`config.mk`:
```
export PLATFORM = sky130hd
export DESIGN_NAME = ultrasonic_level_threshold_monitor
export DESIGN_NICKNAME = d
export VERILOG_FILES = /design/src/hdl/ulm_pkg.sv /design/src/hdl/ulm_cfg_regs.sv /design/src/hdl/ulm_ser_mul.sv /design/src/hdl/ultrasonic_level_threshold_monitor.sv
export SDC_FILE = /design/constraint.sdc
export NUM_CORES = 1
export LEC_CHECK = 0
export BUFFER_PORTS_ARGS = -buffer_cell sky130_fd_sc_hd__buf_2
export CELL_PAD_IN_SITES_DETAIL_PLACEMENT = 0
export CELL_PAD_IN_SITES_GLOBAL_PLACEMENT = 2
export CORE_MARGIN = 10
export CORE_UTILIZATION = 45
export DETAILED_ROUTE_END_ITERATION = 8
export HOLD_SLACK_MARGIN = 0.08
export PLACE_DENSITY = 0.95
export REMOVE_ABC_BUFFERS = 1
export SETUP_SLACK_MARGIN = 0.05
export SYNTH_ARGS = -nofsm -noshare
export SYNTH_HDL_FRONTEND = slang
export SYNTH_SLANG_ARGS = --single-unit
```
`constraint.sdc`:
```
create_clock -name clk -period 16.15 [get_ports clk]
set_input_delay 3.23 -clock clk [delete_from_list [all_inputs] [get_ports clk]]
set_output_delay 3.23 -clock clk [all_outputs]
set_load 0.005 [all_outputs]
```
`src/hdl/ulm_pkg.sv`:
```
// ulm_pkg: types, register codes and constants of the ultrasonic level monitor.
// No dependencies; imported by every module of the block.
package ulm_pkg;

	localparam int CAPTURE_BITS_DEF = 32;
	localparam int CAP_W            = 32;
	localparam int TIME_W           = 63;
	localparam int SUM_W            = 40;
	localparam int CNT_W            = 16;
	localparam int PROD_W           = 48;	// largest product: 100*tick_sum + base*T < 2^48
	localparam int MULR_W           = 16;
	localparam int REG_IDX_W        = 3;
	localparam int CFG_DATA_W       = 63;

	localparam int SOUND_US_PER_CM  = 58;
	localparam int PERCENT_SCALE    = 100;

	localparam logic [7:0]        TPU_RST     = 8'd80;
	localparam logic [15:0]       MAXP_RST    = 16'd35000;
	localparam logic [9:0]        HEIGHT_RST  = 10'd89;
	localparam logic [6:0]        THRESH_RST  = 7'd25;
	localparam logic [15:0]       BLOCK_RST   = 16'd3600;
	localparam logic [TIME_W-1:0] HOLDOFF_RST = 63'd86400000000;

	typedef enum logic [REG_IDX_W-1:0] {
		REG_TICKS_PER_US  = 3'd0,
		REG_MAX_PULSE_US  = 3'd1,
		REG_BARREL_HEIGHT = 3'd2,
		REG_THRESHOLD     = 3'd3,
		REG_BLOCK_SAMPLES = 3'd4,
		REG_HOLDOFF_US    = 3'd5
	} ulm_reg_t;

	typedef struct packed {
		logic [7:0]        ticks_per_us;
		logic [15:0]       max_pulse_us;
		logic [9:0]        height_cm;
		logic [6:0]        thresh_pct;
		logic [15:0]       block_samples;
		logic [TIME_W-1:0] holdoff_us;
	} ulm_cfg_t;

	typedef struct packed {
		logic              command;
		logic [CAP_W-1:0]  capture_count;
		logic [TIME_W-1:0] now_us;
	} ulm_in_t;

	typedef struct packed {
		logic             measured;
		logic [CAP_W-1:0] pulse_ticks;
		logic             in_range;
		logic             block_done;
		logic             below_threshold;
		logic             send_alert;
	} ulm_out_t;

	typedef struct packed {
		logic              start;
		logic [PROD_W-1:0] mcand;
		logic [MULR_W-1:0] mplr;
		logic [PROD_W-1:0] addend;
	} ulm_mul_req_t;

	typedef enum logic [3:0] {
		S_IDLE = 4'b0001,
		S_LIM  = 4'b0010,
		S_MUL  = 4'b0100,
		S_OUT  = 4'b1000
	} ulm_state_t;

	// multiply sequence for the block-end compare
	typedef enum logic [2:0] {
		STP_TH   = 3'd0,	// tpu * H
		STP_THN  = 3'd1,	// * n
		STP_BASE = 3'd2,	// * 58
		STP_LHS  = 3'd3,	// base * 100
		STP_SUM  = 3'd4,	// tick_sum * 100
		STP_RHS  = 3'd5		// base * T + tick_sum * 100
	} ulm_step_t;

endpackage

```
`src/hdl/ulm_cfg_regs.sv`:
```
// ulm_cfg_regs: configuration register file of the level monitor.
// Depends on ulm_pkg for the register codes and the config struct.
module ulm_cfg_regs
	import ulm_pkg::*;
(
	input  logic                  clk,
	input  logic                  arst_n,
	input  logic                  wr_en,
	input  logic [REG_IDX_W-1:0]  wr_index,
	input  logic [CFG_DATA_W-1:0] wr_data,
	output ulm_cfg_t              cfg
);

	ulm_cfg_t cfg_q;

	always_ff @(posedge clk or negedge arst_n) begin
		if (!arst_n) begin
			cfg_q.ticks_per_us  <= TPU_RST;
			cfg_q.max_pulse_us  <= MAXP_RST;
			cfg_q.height_cm     <= HEIGHT_RST;
			cfg_q.thresh_pct    <= THRESH_RST;
			cfg_q.block_samples <= BLOCK_RST;
			cfg_q.holdoff_us    <= HOLDOFF_RST;
		end else if (wr_en) begin
			case (ulm_reg_t'(wr_index))
				REG_TICKS_PER_US:  cfg_q.ticks_per_us  <= wr_data[7:0];
				REG_MAX_PULSE_US:  cfg_q.max_pulse_us  <= wr_data[15:0];
				REG_BARREL_HEIGHT: cfg_q.height_cm     <= wr_data[9:0];
				REG_THRESHOLD:     cfg_q.thresh_pct    <= wr_data[6:0];
				REG_BLOCK_SAMPLES: cfg_q.block_samples <= wr_data[15:0];
				REG_HOLDOFF_US:    cfg_q.holdoff_us    <= wr_data[TIME_W-1:0];
				default: ;
			endcase
		end
	end

	assign cfg = cfg_q;

endmodule

```
`src/hdl/ulm_ser_mul.sv`:
```
// ulm_ser_mul: bit-serial shift-add multiplier, one multiplier bit per cycle.
// Result = mcand * mplr + addend; stops as soon as no multiplier bits remain.
// Depends on ulm_pkg.
module ulm_ser_mul
	import ulm_pkg::*;
(
	input  logic              clk,
	input  logic              arst_n,
	input  ulm_mul_req_t      req,
	output logic              done,
	output logic [PROD_W-1:0] prod
);

	logic              busy_q;
	logic [PROD_W-1:0] acc_q;
	logic [PROD_W-1:0] mcand_q;
	logic [MULR_W-1:0] mplr_q;

	assign done = busy_q && (mplr_q == '0);
	assign prod = acc_q;

	always_ff @(posedge clk or negedge arst_n) begin
		if (!arst_n) begin
			busy_q <= 1'b0;
		end else if (req.start) begin
			busy_q <= 1'b1;
		end else if (done) begin
			busy_q <= 1'b0;
		end
	end

	// products never reach PROD_W bits, so dropping high multiplicand bits is safe
	always_ff @(posedge clk) begin
		if (req.start) begin
			acc_q   <= req.addend;
			mcand_q <= req.mcand;
			mplr_q  <= req.mplr;
		end else if (busy_q && !done) begin
			if (mplr_q[0]) begin
				acc_q <= acc_q + mcand_q;
			end
			mcand_q <= {mcand_q[PROD_W-2:0], 1'b0};
			mplr_q  <= {1'b0, mplr_q[MULR_W-1:1]};
		end
	end

endmodule

```
`src/hdl/ultrasonic_level_threshold_monitor.sv`:
```
// Ultrasonic level threshold monitor. Each input beat is one echo-pin edge capture
// with a timestamp; each accepted beat yields exactly one output beat. A falling
// edge runs the pulse-limit multiply (max_pulse_us * ticks_per_us), one multiplier
// bit per cycle through the shared serial multiplier. A falling edge that completes
// a block adds six more serial multiplies for the exact mean-fill compare. A
// finished result sits in an output register, so the next beat is taken while it
// waits. Config writes are accepted in every cycle.
// Depends on ulm_pkg, ulm_cfg_regs and ulm_ser_mul.
module ultrasonic_level_threshold_monitor
	import ulm_pkg::*;
#(
	parameter int CAPTURE_BITS = CAPTURE_BITS_DEF
) (
	input  logic                  clk,
	input  logic                  arst_n,
	input  logic                  in_valid,
	output logic                  in_ready,
	input  ulm_in_t               in_data,
	output logic                  out_valid,
	input  logic                  out_ready,
	output ulm_out_t              out_data,
	input  logic                  cfg_valid,
	output logic                  cfg_ready,
	input  logic [REG_IDX_W-1:0]  cfg_index,
	input  logic [CFG_DATA_W-1:0] cfg_data
);

	ulm_cfg_t     cfg;
	ulm_mul_req_t mreq;
	logic         mul_done;
	logic [PROD_W-1:0] mul_prod;

	ulm_state_t state_q;
	ulm_step_t  step_q;

	logic [CAPTURE_BITS-1:0] start_q;
	logic [CNT_W-1:0]        sample_cnt_q;
	logic [SUM_W-1:0]        sum_q;
	logic [TIME_W-1:0]       last_alert_q;
	logic                    ever_q;
	logic                    out_valid_q;

	logic [CAPTURE_BITS-1:0] width_q;
	logic [TIME_W-1:0]       now_q;
	logic [CNT_W-1:0]        n_q;
	logic [PROD_W-1:0]       base_q;
	logic [PROD_W-1:0]       lhs_q;
	logic                    hold_ok_q;
	ulm_out_t                res_q;
	ulm_out_t                out_q;

	logic             in_acc;
	logic             lim_done;
	logic             pulse_ok;
	logic [CNT_W-1:0] n_next;
	logic             blk_end;
	logic             rhs_done;
	logic             below;
	logic             send;
	logic             out_load;

	assign cfg_ready = 1'b1;

	ulm_cfg_regs u_cfg (
		.clk      (clk),
		.arst_n   (arst_n),
		.wr_en    (cfg_valid && cfg_ready),
		.wr_index (cfg_index),
		.wr_data  (cfg_data),
		.cfg      (cfg)
	);

	ulm_ser_mul u_mul (
		.clk    (clk),
		.arst_n (arst_n),
		.req    (mreq),
		.done   (mul_done),
		.prod   (mul_prod)
	);

	assign in_ready = (state_q == S_IDLE);
	assign in_acc   = in_valid && in_ready;
	assign lim_done = (state_q == S_LIM) && mul_done;
	assign pulse_ok = PROD_W'(width_q) <= mul_prod;
	assign n_next   = sample_cnt_q + 1'b1;
	assign blk_end  = n_next >= cfg.block_samples;
	assign rhs_done = (state_q == S_MUL) && mul_done && (step_q == STP_RHS);
	assign below    = lhs_q < mul_prod;
	assign send     = below && hold_ok_q;
	assign out_load = (state_q == S_OUT) && (!out_valid_q || out_ready);

	// operand select for the shared multiplier; the TH, THN and BASE steps multiply the last product, SUM adds it
	always_comb begin
		mreq = '0;
		if (in_acc && !in_data.command) begin
			mreq.start = 1'b1;
			mreq.mcand = PROD_W'(cfg.max_pulse_us);
			mreq.mplr  = MULR_W'(cfg.ticks_per_us);
		end else if (lim_done && pulse_ok && blk_end) begin
			mreq.start = 1'b1;
			mreq.mcand = PROD_W'(cfg.height_cm);
			mreq.mplr  = MULR_W'(cfg.ticks_per_us);
		end else if ((state_q == S_MUL) && mul_done) begin
			case (step_q)
				STP_TH: begin
					mreq.start = 1'b1;
					mreq.mcand = mul_prod;
					mreq.mplr  = n_q;
				end
				STP_THN: begin
					mreq.start = 1'b1;
					mreq.mcand = mul_prod;
					mreq.mplr  = MULR_W'(SOUND_US_PER_CM);
				end
				STP_BASE: begin
					mreq.start = 1'b1;
					mreq.mcand = mul_prod;
					mreq.mplr  = MULR_W'(PERCENT_SCALE);
				end
				STP_LHS: begin
					mreq.start = 1'b1;
					mreq.mcand = PROD_W'(sum_q);
					mreq.mplr  = MULR_W'(PERCENT_SCALE);
				end
				STP_SUM: begin
					mreq.start  = 1'b1;
					mreq.mcand  = base_q;
					mreq.mplr   = MULR_W'(cfg.thresh_pct);
					mreq.addend = mul_prod;
				end
				default: ;
			endcase
		end
	end

	always_ff @(posedge clk or negedge arst_n) begin
		if (!arst_n) begin
			state_q      <= S_IDLE;
			step_q       <= STP_TH;
			start_q      <= '0;
			sample_cnt_q <= '0;
			sum_q        <= '0;
			last_alert_q <= '0;
			ever_q       <= 1'b0;
		end else begin
			case (state_q)
				S_IDLE: begin
					if (in_acc) begin
						if (in_data.command) begin
							start_q <= in_data.capture_count[CAPTURE_BITS-1:0];
							state_q <= S_OUT;
						end else begin
							state_q <= S_LIM;
						end
					end
				end
				S_LIM: begin
					if (mul_done) begin
						if (!pulse_ok) begin
							state_q <= S_OUT;
						end else begin
							sum_q <= sum_q + SUM_W'(width_q);
							if (blk_end) begin
								step_q  <= STP_TH;
								state_q <= S_MUL;
							end else begin
								sample_cnt_q <= n_next;
								state_q      <= S_OUT;
							end
						end
					end
				end
				S_MUL: begin
					if (mul_done) begin
						case (step_q)
							STP_TH:   step_q <= STP_THN;
							STP_THN:  step_q <= STP_BASE;
							STP_BASE: step_q <= STP_LHS;
							STP_LHS:  step_q <= STP_SUM;
							STP_SUM:  step_q <= STP_RHS;
							default: begin
								if (send) begin
									last_alert_q <= now_q;
									ever_q       <= 1'b1;
								end
								sample_cnt_q <= '0;
								sum_q        <= '0;
								state_q      <= S_OUT;
							end
						endcase
					end
				end
				S_OUT: begin
					if (out_load) begin
						state_q <= S_IDLE;
					end
				end
				default: state_q <= S_IDLE;
			endcase
		end
	end

	always_ff @(posedge clk or negedge arst_n) begin
		if (!arst_n) begin
			out_valid_q <= 1'b0;
		end else if (out_load) begin
			out_valid_q <= 1'b1;
		end else if (out_ready) begin
			out_valid_q <= 1'b0;
		end
	end

	always_ff @(posedge clk) begin
		if (in_acc) begin
			width_q <= in_data.capture_count[CAPTURE_BITS-1:0] - start_q;
			now_q   <= in_data.now_us;
			res_q   <= '0;
		end
		if (lim_done) begin
			res_q.measured    <= 1'b1;
			res_q.pulse_ticks <= CAP_W'(width_q);
			res_q.in_range    <= pulse_ok;
			res_q.block_done  <= pulse_ok && blk_end;
			n_q               <= n_next;
			hold_ok_q         <= !ever_q ||
				((now_q >= last_alert_q) && ((now_q - last_alert_q) >= cfg.holdoff_us));
		end
		if ((state_q == S_MUL) && mul_done && (step_q == STP_BASE)) begin
			base_q <= mul_prod;
		end
		if ((state_q == S_MUL) && mul_done && (step_q == STP_LHS)) begin
			lhs_q <= mul_prod;
		end
		if (rhs_done) begin
			res_q.below_threshold <= below;
			res_q.send_alert      <= send;
		end
		if (out_load) begin
			out_q <= res_q;
		end
	end

	assign out_valid = out_valid_q;
	assign out_data  = out_q;

	// one beat in flight: no second accept right after the first
	a_single_item: assert property (@(posedge clk) disable iff (!arst_n)
		(in_valid && in_ready) |=> !in_ready)
		else $error("input accepted while an item is in flight");

	a_flag_chain: assert property (@(posedge clk) disable iff (!arst_n)
		out_valid |-> ((!out_data.send_alert || out_data.below_threshold) &&
			(!out_data.below_threshold || out_data.block_done) &&
			(!out_data.block_done || out_data.in_range) &&
			(!out_data.in_range || out_data.measured)))
		else $error("inconsistent result flags");

	a_unmeasured_zero: assert property (@(posedge clk) disable iff (!arst_n)
		(out_valid && !out_data.measured) |-> (out_data.pulse_ticks == '0))
		else $error("pulse width on a rising-edge result");

	a_count_bound: assert property (@(posedge clk) disable iff (!arst_n)
		sample_cnt_q != '1)
		else $error("sample count overran the block length");

	a_alert_latch: assert property (@(posedge clk) disable iff (!arst_n)
		$fell(ever_q) |-> 1'b0)
		else $error("alert history lost outside reset");

endmodule
```
==> flow_summary_export.csv <==
group,metric,value,unit
logic_synthesis,synth_top_cell_by_area,"edfxtp_1",
clock_tree,cts_num_sinks,675,
power,switching_share,38.1,%
clock_tree,cts-buffers-inserted,79,
placed_design,io_buffers,205,
floorplan,die_w,313,um
drt,firstDrtPassIters,5,
placed_design,place_inst,4891,
drt,drc,0,
clock_tree,max-clock-path-buffers,3,
drt,drt_first_iter_violations,1997,
logic_synthesis,ys.flop_type,"edfxtp_1",
logic_synthesis,ys_types,88,
clock_tree,cts-root-buf,"clkbuf_16",
logic_synthesis,synth-seq-cells,675,
setup_path,setup.worst_path.end_class,"register",
global_routing,first_global_vias,28500,
setup_path,crit_chain,"ha_1, nand3_1, nor2_1, and3_1, and3_1, and3_1, nand3_1, xnor2_1, ha_1, nand4_1, nor2_1, o2111a_1, a21oi_1, buf_4, a2111oi_4, buf_4, or2_1, a211oi_1, a21oi_4, buf_4",
setup_path,crit_fanout,48,
placed_design,hpwl,77.3,mm
global_routing,grt-ovfl-total,0,
setup_path,critPathArrivalTime,5.97,ns
timing,fin_setup_tns,0,ns
clock_tree,tritoncts,"done",
logic_synthesis,synth_fa_ha_area_share,10.9,%
drt,wl_per_cell,20.6,um
floorplan,core_area,85300,um2
power,power.share.sequential,36.1,%
clock_tree,clock_latency,0.64,ns
timing,setup_violations,0,
setup_path,critPathSlowestCell,"buf_4",
clock_tree,ctsResizeCount,0,
timing,rsz0062_at_grt,"false",
power,comb_power_share,40.3,%
timing,period_minus_slack,5.72,ns
drt,vias_per_cell,5.62,
floorplan,rows,107,
floorplan,start_util,45.4,%
clock_tree,cts_hold_buf,0,
logic_synthesis,synthSimpleGateAreaFrac,10.8,%
timing,finalCritPeriodShare,35.4,%
setup_path,start_kind,"register",
final_layout,multi_input_area,18400,um2
drt,dr_total_vias,28300,
final_layout,fin_nets,4331,
logic_synthesis,synth_cells,3636,
job,maxCapViolCount,0,
floorplan,dieHeight,313,um
timing,fmax,175,MHz
logic_synthesis,synth_top_area_share,30.5,%
final_layout,nFillCells,7699,
floorplan,ios,207,
logic_synthesis,synth_compound_area_share,15.6,%
drt,drt-total-wl,104,mm
clock_tree,htree_levels,3,
logic_synthesis,seq_area_frac_synth,48.8,%
power,p_clk_share,23.6,%
timing,hold_viol_final,0,
worst_hold_path,hold_path_class,"reg -> reg",
global_routing,grt_pass1_wl,161,mm
logic_synthesis,netlist_area,38700,um2
final_layout,final_cell_area,43800,um2
logic_synthesis,synth_area_per_cell,10.7,um2
final_layout,layout.area.seq,18900,um2
placed_design,post_dp_cell_area,41100,um2
setup_path,critical_path_class,"reg -> reg",
timing,worst_pin_slew,1.16,ns
global_routing,antenna_found_initial,5,
final_layout,areaGrowthSynthToFinish,13.0,%
setup_path,worstPathRequired,16.40,ns
timing,setup_ws,10.43,ns
placed_design,post-place-ws,9.90,ns
clock_tree,path_clk_slew,0.06,ns
logic_synthesis,synth_edf_count,393,
placed_design,gp_congestion,0.878,
power,p_leak,19.2,nW
logic_synthesis,yosys_warnings,0,
timing,slew_viol_final,0,
power,peakVddDrop,0.000102,V
floorplan,die-area,98200,um2
timing,skew,0.0259,ns
logic_synthesis,synthMuxAreaShare,5.86,%
global_routing,grtUsageTotal,20.7,%
drt,ant_nets,0,
logic_synthesis,synthArstFlopShare,41.6,%
global_routing,grt_max_degree,122,
power,intPower,4.86,mW
logic_synthesis,netlist_top_cells_area,"edfxtp_1 30%, dfrtp_1 16%, ha_1 11%, mux2_2 5.8%, a21oi_1 3.7%",
final_layout,drive_above_1_share,16.3,%
power,p_sw,2.99,mW
timing,slew_headroom,21.8,%
logic_synthesis,synth_top_family_by_area,"compound AO/OA/AOI/OAI gates",
logic_synthesis,ys_top_cells_by_count,"393 x edfxtp_1, 332 x ha_1, 324 x nand2_1, 297 x inv_1, 283 x a21oi_1",
setup_path,critical-path-max-stage-delay,0.63,ns
outcome,status,"finished clean",
final_layout,fin_cells,5040,
clock_tree,cts_setup_buffers,0,
logic_synthesis,synth.most_common_cell,"edfxtp_1",
logic_synthesis,synth_xor_area_share,3.87,%
power,powerDensity,179,nW/um2
cell usage in the layout (no fill, tap or decap), types with 30 or more instances in the layout:
cell type and count:
and3_1 60, nor2_1 205, a21oi_1 282, xor2_1 74, a211oi_1 36, edfxtp_1 393, dfrtp_1 247, clkbuf_16 81
a21o_1 147, inv_1 296, xnor2_1 97, nand3_1 61, dfstp_2 34, mux2_2 198, o21ai_0 205, nand2_1 323
buf_2 204, nor3_1 30, ha_1 332, o31ai_1 35, nand4_1 61
per-stage QoR:
step           utilization, %  power [mW]  hold slack [ns]
6_report                 51.3        7.84            0.417
3_5_place_dp             48.2        5.98            0.405
3_3_place_gp             48.2        5.93            0.401
2_1_floorplan               -        5.04            0.400
4_1_cts                  51.3        7.86            0.418
5_1_grt                  51.3        8.38            0.424
cell type report:
| cell class | instances | share of cell area [%] |
|---|---|---|
| Antenna cell | 3 | 0.0171 |
| Clock buffer | 89 | 4.72 |
| Clock inverter | 57 | 1.41 |
| Inverter | 298 | 2.56 |
| Multi-Input combinational cell | 2540 | 42.0 |
| Sequential cell | 675 | 43.2 |
| Tap cell | 1144 | 3.27 |
| Timing Repair Buffer | 234 | 2.89 |
worst paths after layout:
check	from	slack, ns	end	cells after the start
setup / recovery	sample_cnt_q[0]$_DFFE_PN0P_	10.43	u_mul.prod[36]$_SDFFCE_PN0P_	20
min in group asynchronous	arst_n	2.59	u_cfg.cfg[19]$_DFFE_PN0P_	1
hold / removal	res_q[12]$_SDFFCE_PN0P_	0.42	out_data[12]$_DFFE_PP_	0
max in group asynchronous	arst_n	11.69	sample_cnt_q[0]$_DFFE_PN0P_	3
setup reg to reg	sample_cnt_q[0]$_DFFE_PN0P_	10.43	u_mul.prod[36]$_SDFFCE_PN0P_	20
hold reg to reg	res_q[12]$_SDFFCE_PN0P_	0.42	out_data[12]$_DFFE_PP_	0
kinds of logic after synthesis:
family / Yosys count
other: 1
AND/OR/NAND/NOR: 887
XOR/XNOR: 171
buffers and inverters: 421
multiplexers: 202
flip-flops: 675
adder cells (fa/ha/maj): 336
AO/OA/AOI/OAI: 943
metal layers:
layer | part of all wire (%) | up-vias | track usage (%)
li1 | - | 13700 | -
met3 | 5.7 | 176 | 3.45
met1 | 46 | 13700 | 28.0
met4 | 2.9 | 2 | 6.95
met2 | 46 | 776 | 33.3
met5 | 0.013 | - | 0
sequential cells by signal, indices dropped and copies added (netlist names):
register,cells
now_q,63
sample_cnt_q,16
u_mul.busy_q,1
res_q,37
out_valid,1
u_mul.mplr_q,16
u_cfg.cfg,120
base_q,48
n_q,16
hold_ok_q,1
u_mul.mcand_q,48
out_data,37
lhs_q,48
start_q,32
state_q,4
width_q,32
step_q,3
last_alert_q,63
sum_q,40
ever_q,1
u_mul.prod,48
power by group through the flow:
| stage | logic (mW) | clock network, mW | registers, mW |
|---|---|---|---|
| finish | 3.16 | 1.85 | 2.83 |
| global route | 3.57 | 1.95 | 2.87 |
| CTS | 3.16 | 1.88 | 2.82 |
| detailed placement | 3.13 | 0 | 2.84 |
| global placement | 3.10 | 0 | 2.83 |
| floorplan | 2.38 | 0 | 2.67 |
worst max-delay path, delay by kind of cell, from the launching register on:
family	cells	cell delay [ns]
compound gates	5	0.71
xor+xnor	1	0.33
buf+inv	3	1.22
simple gates	9	2.05
fa+ha+maj	2	0.47
flops	1	0.49
(Power assumes the default switching activity.)
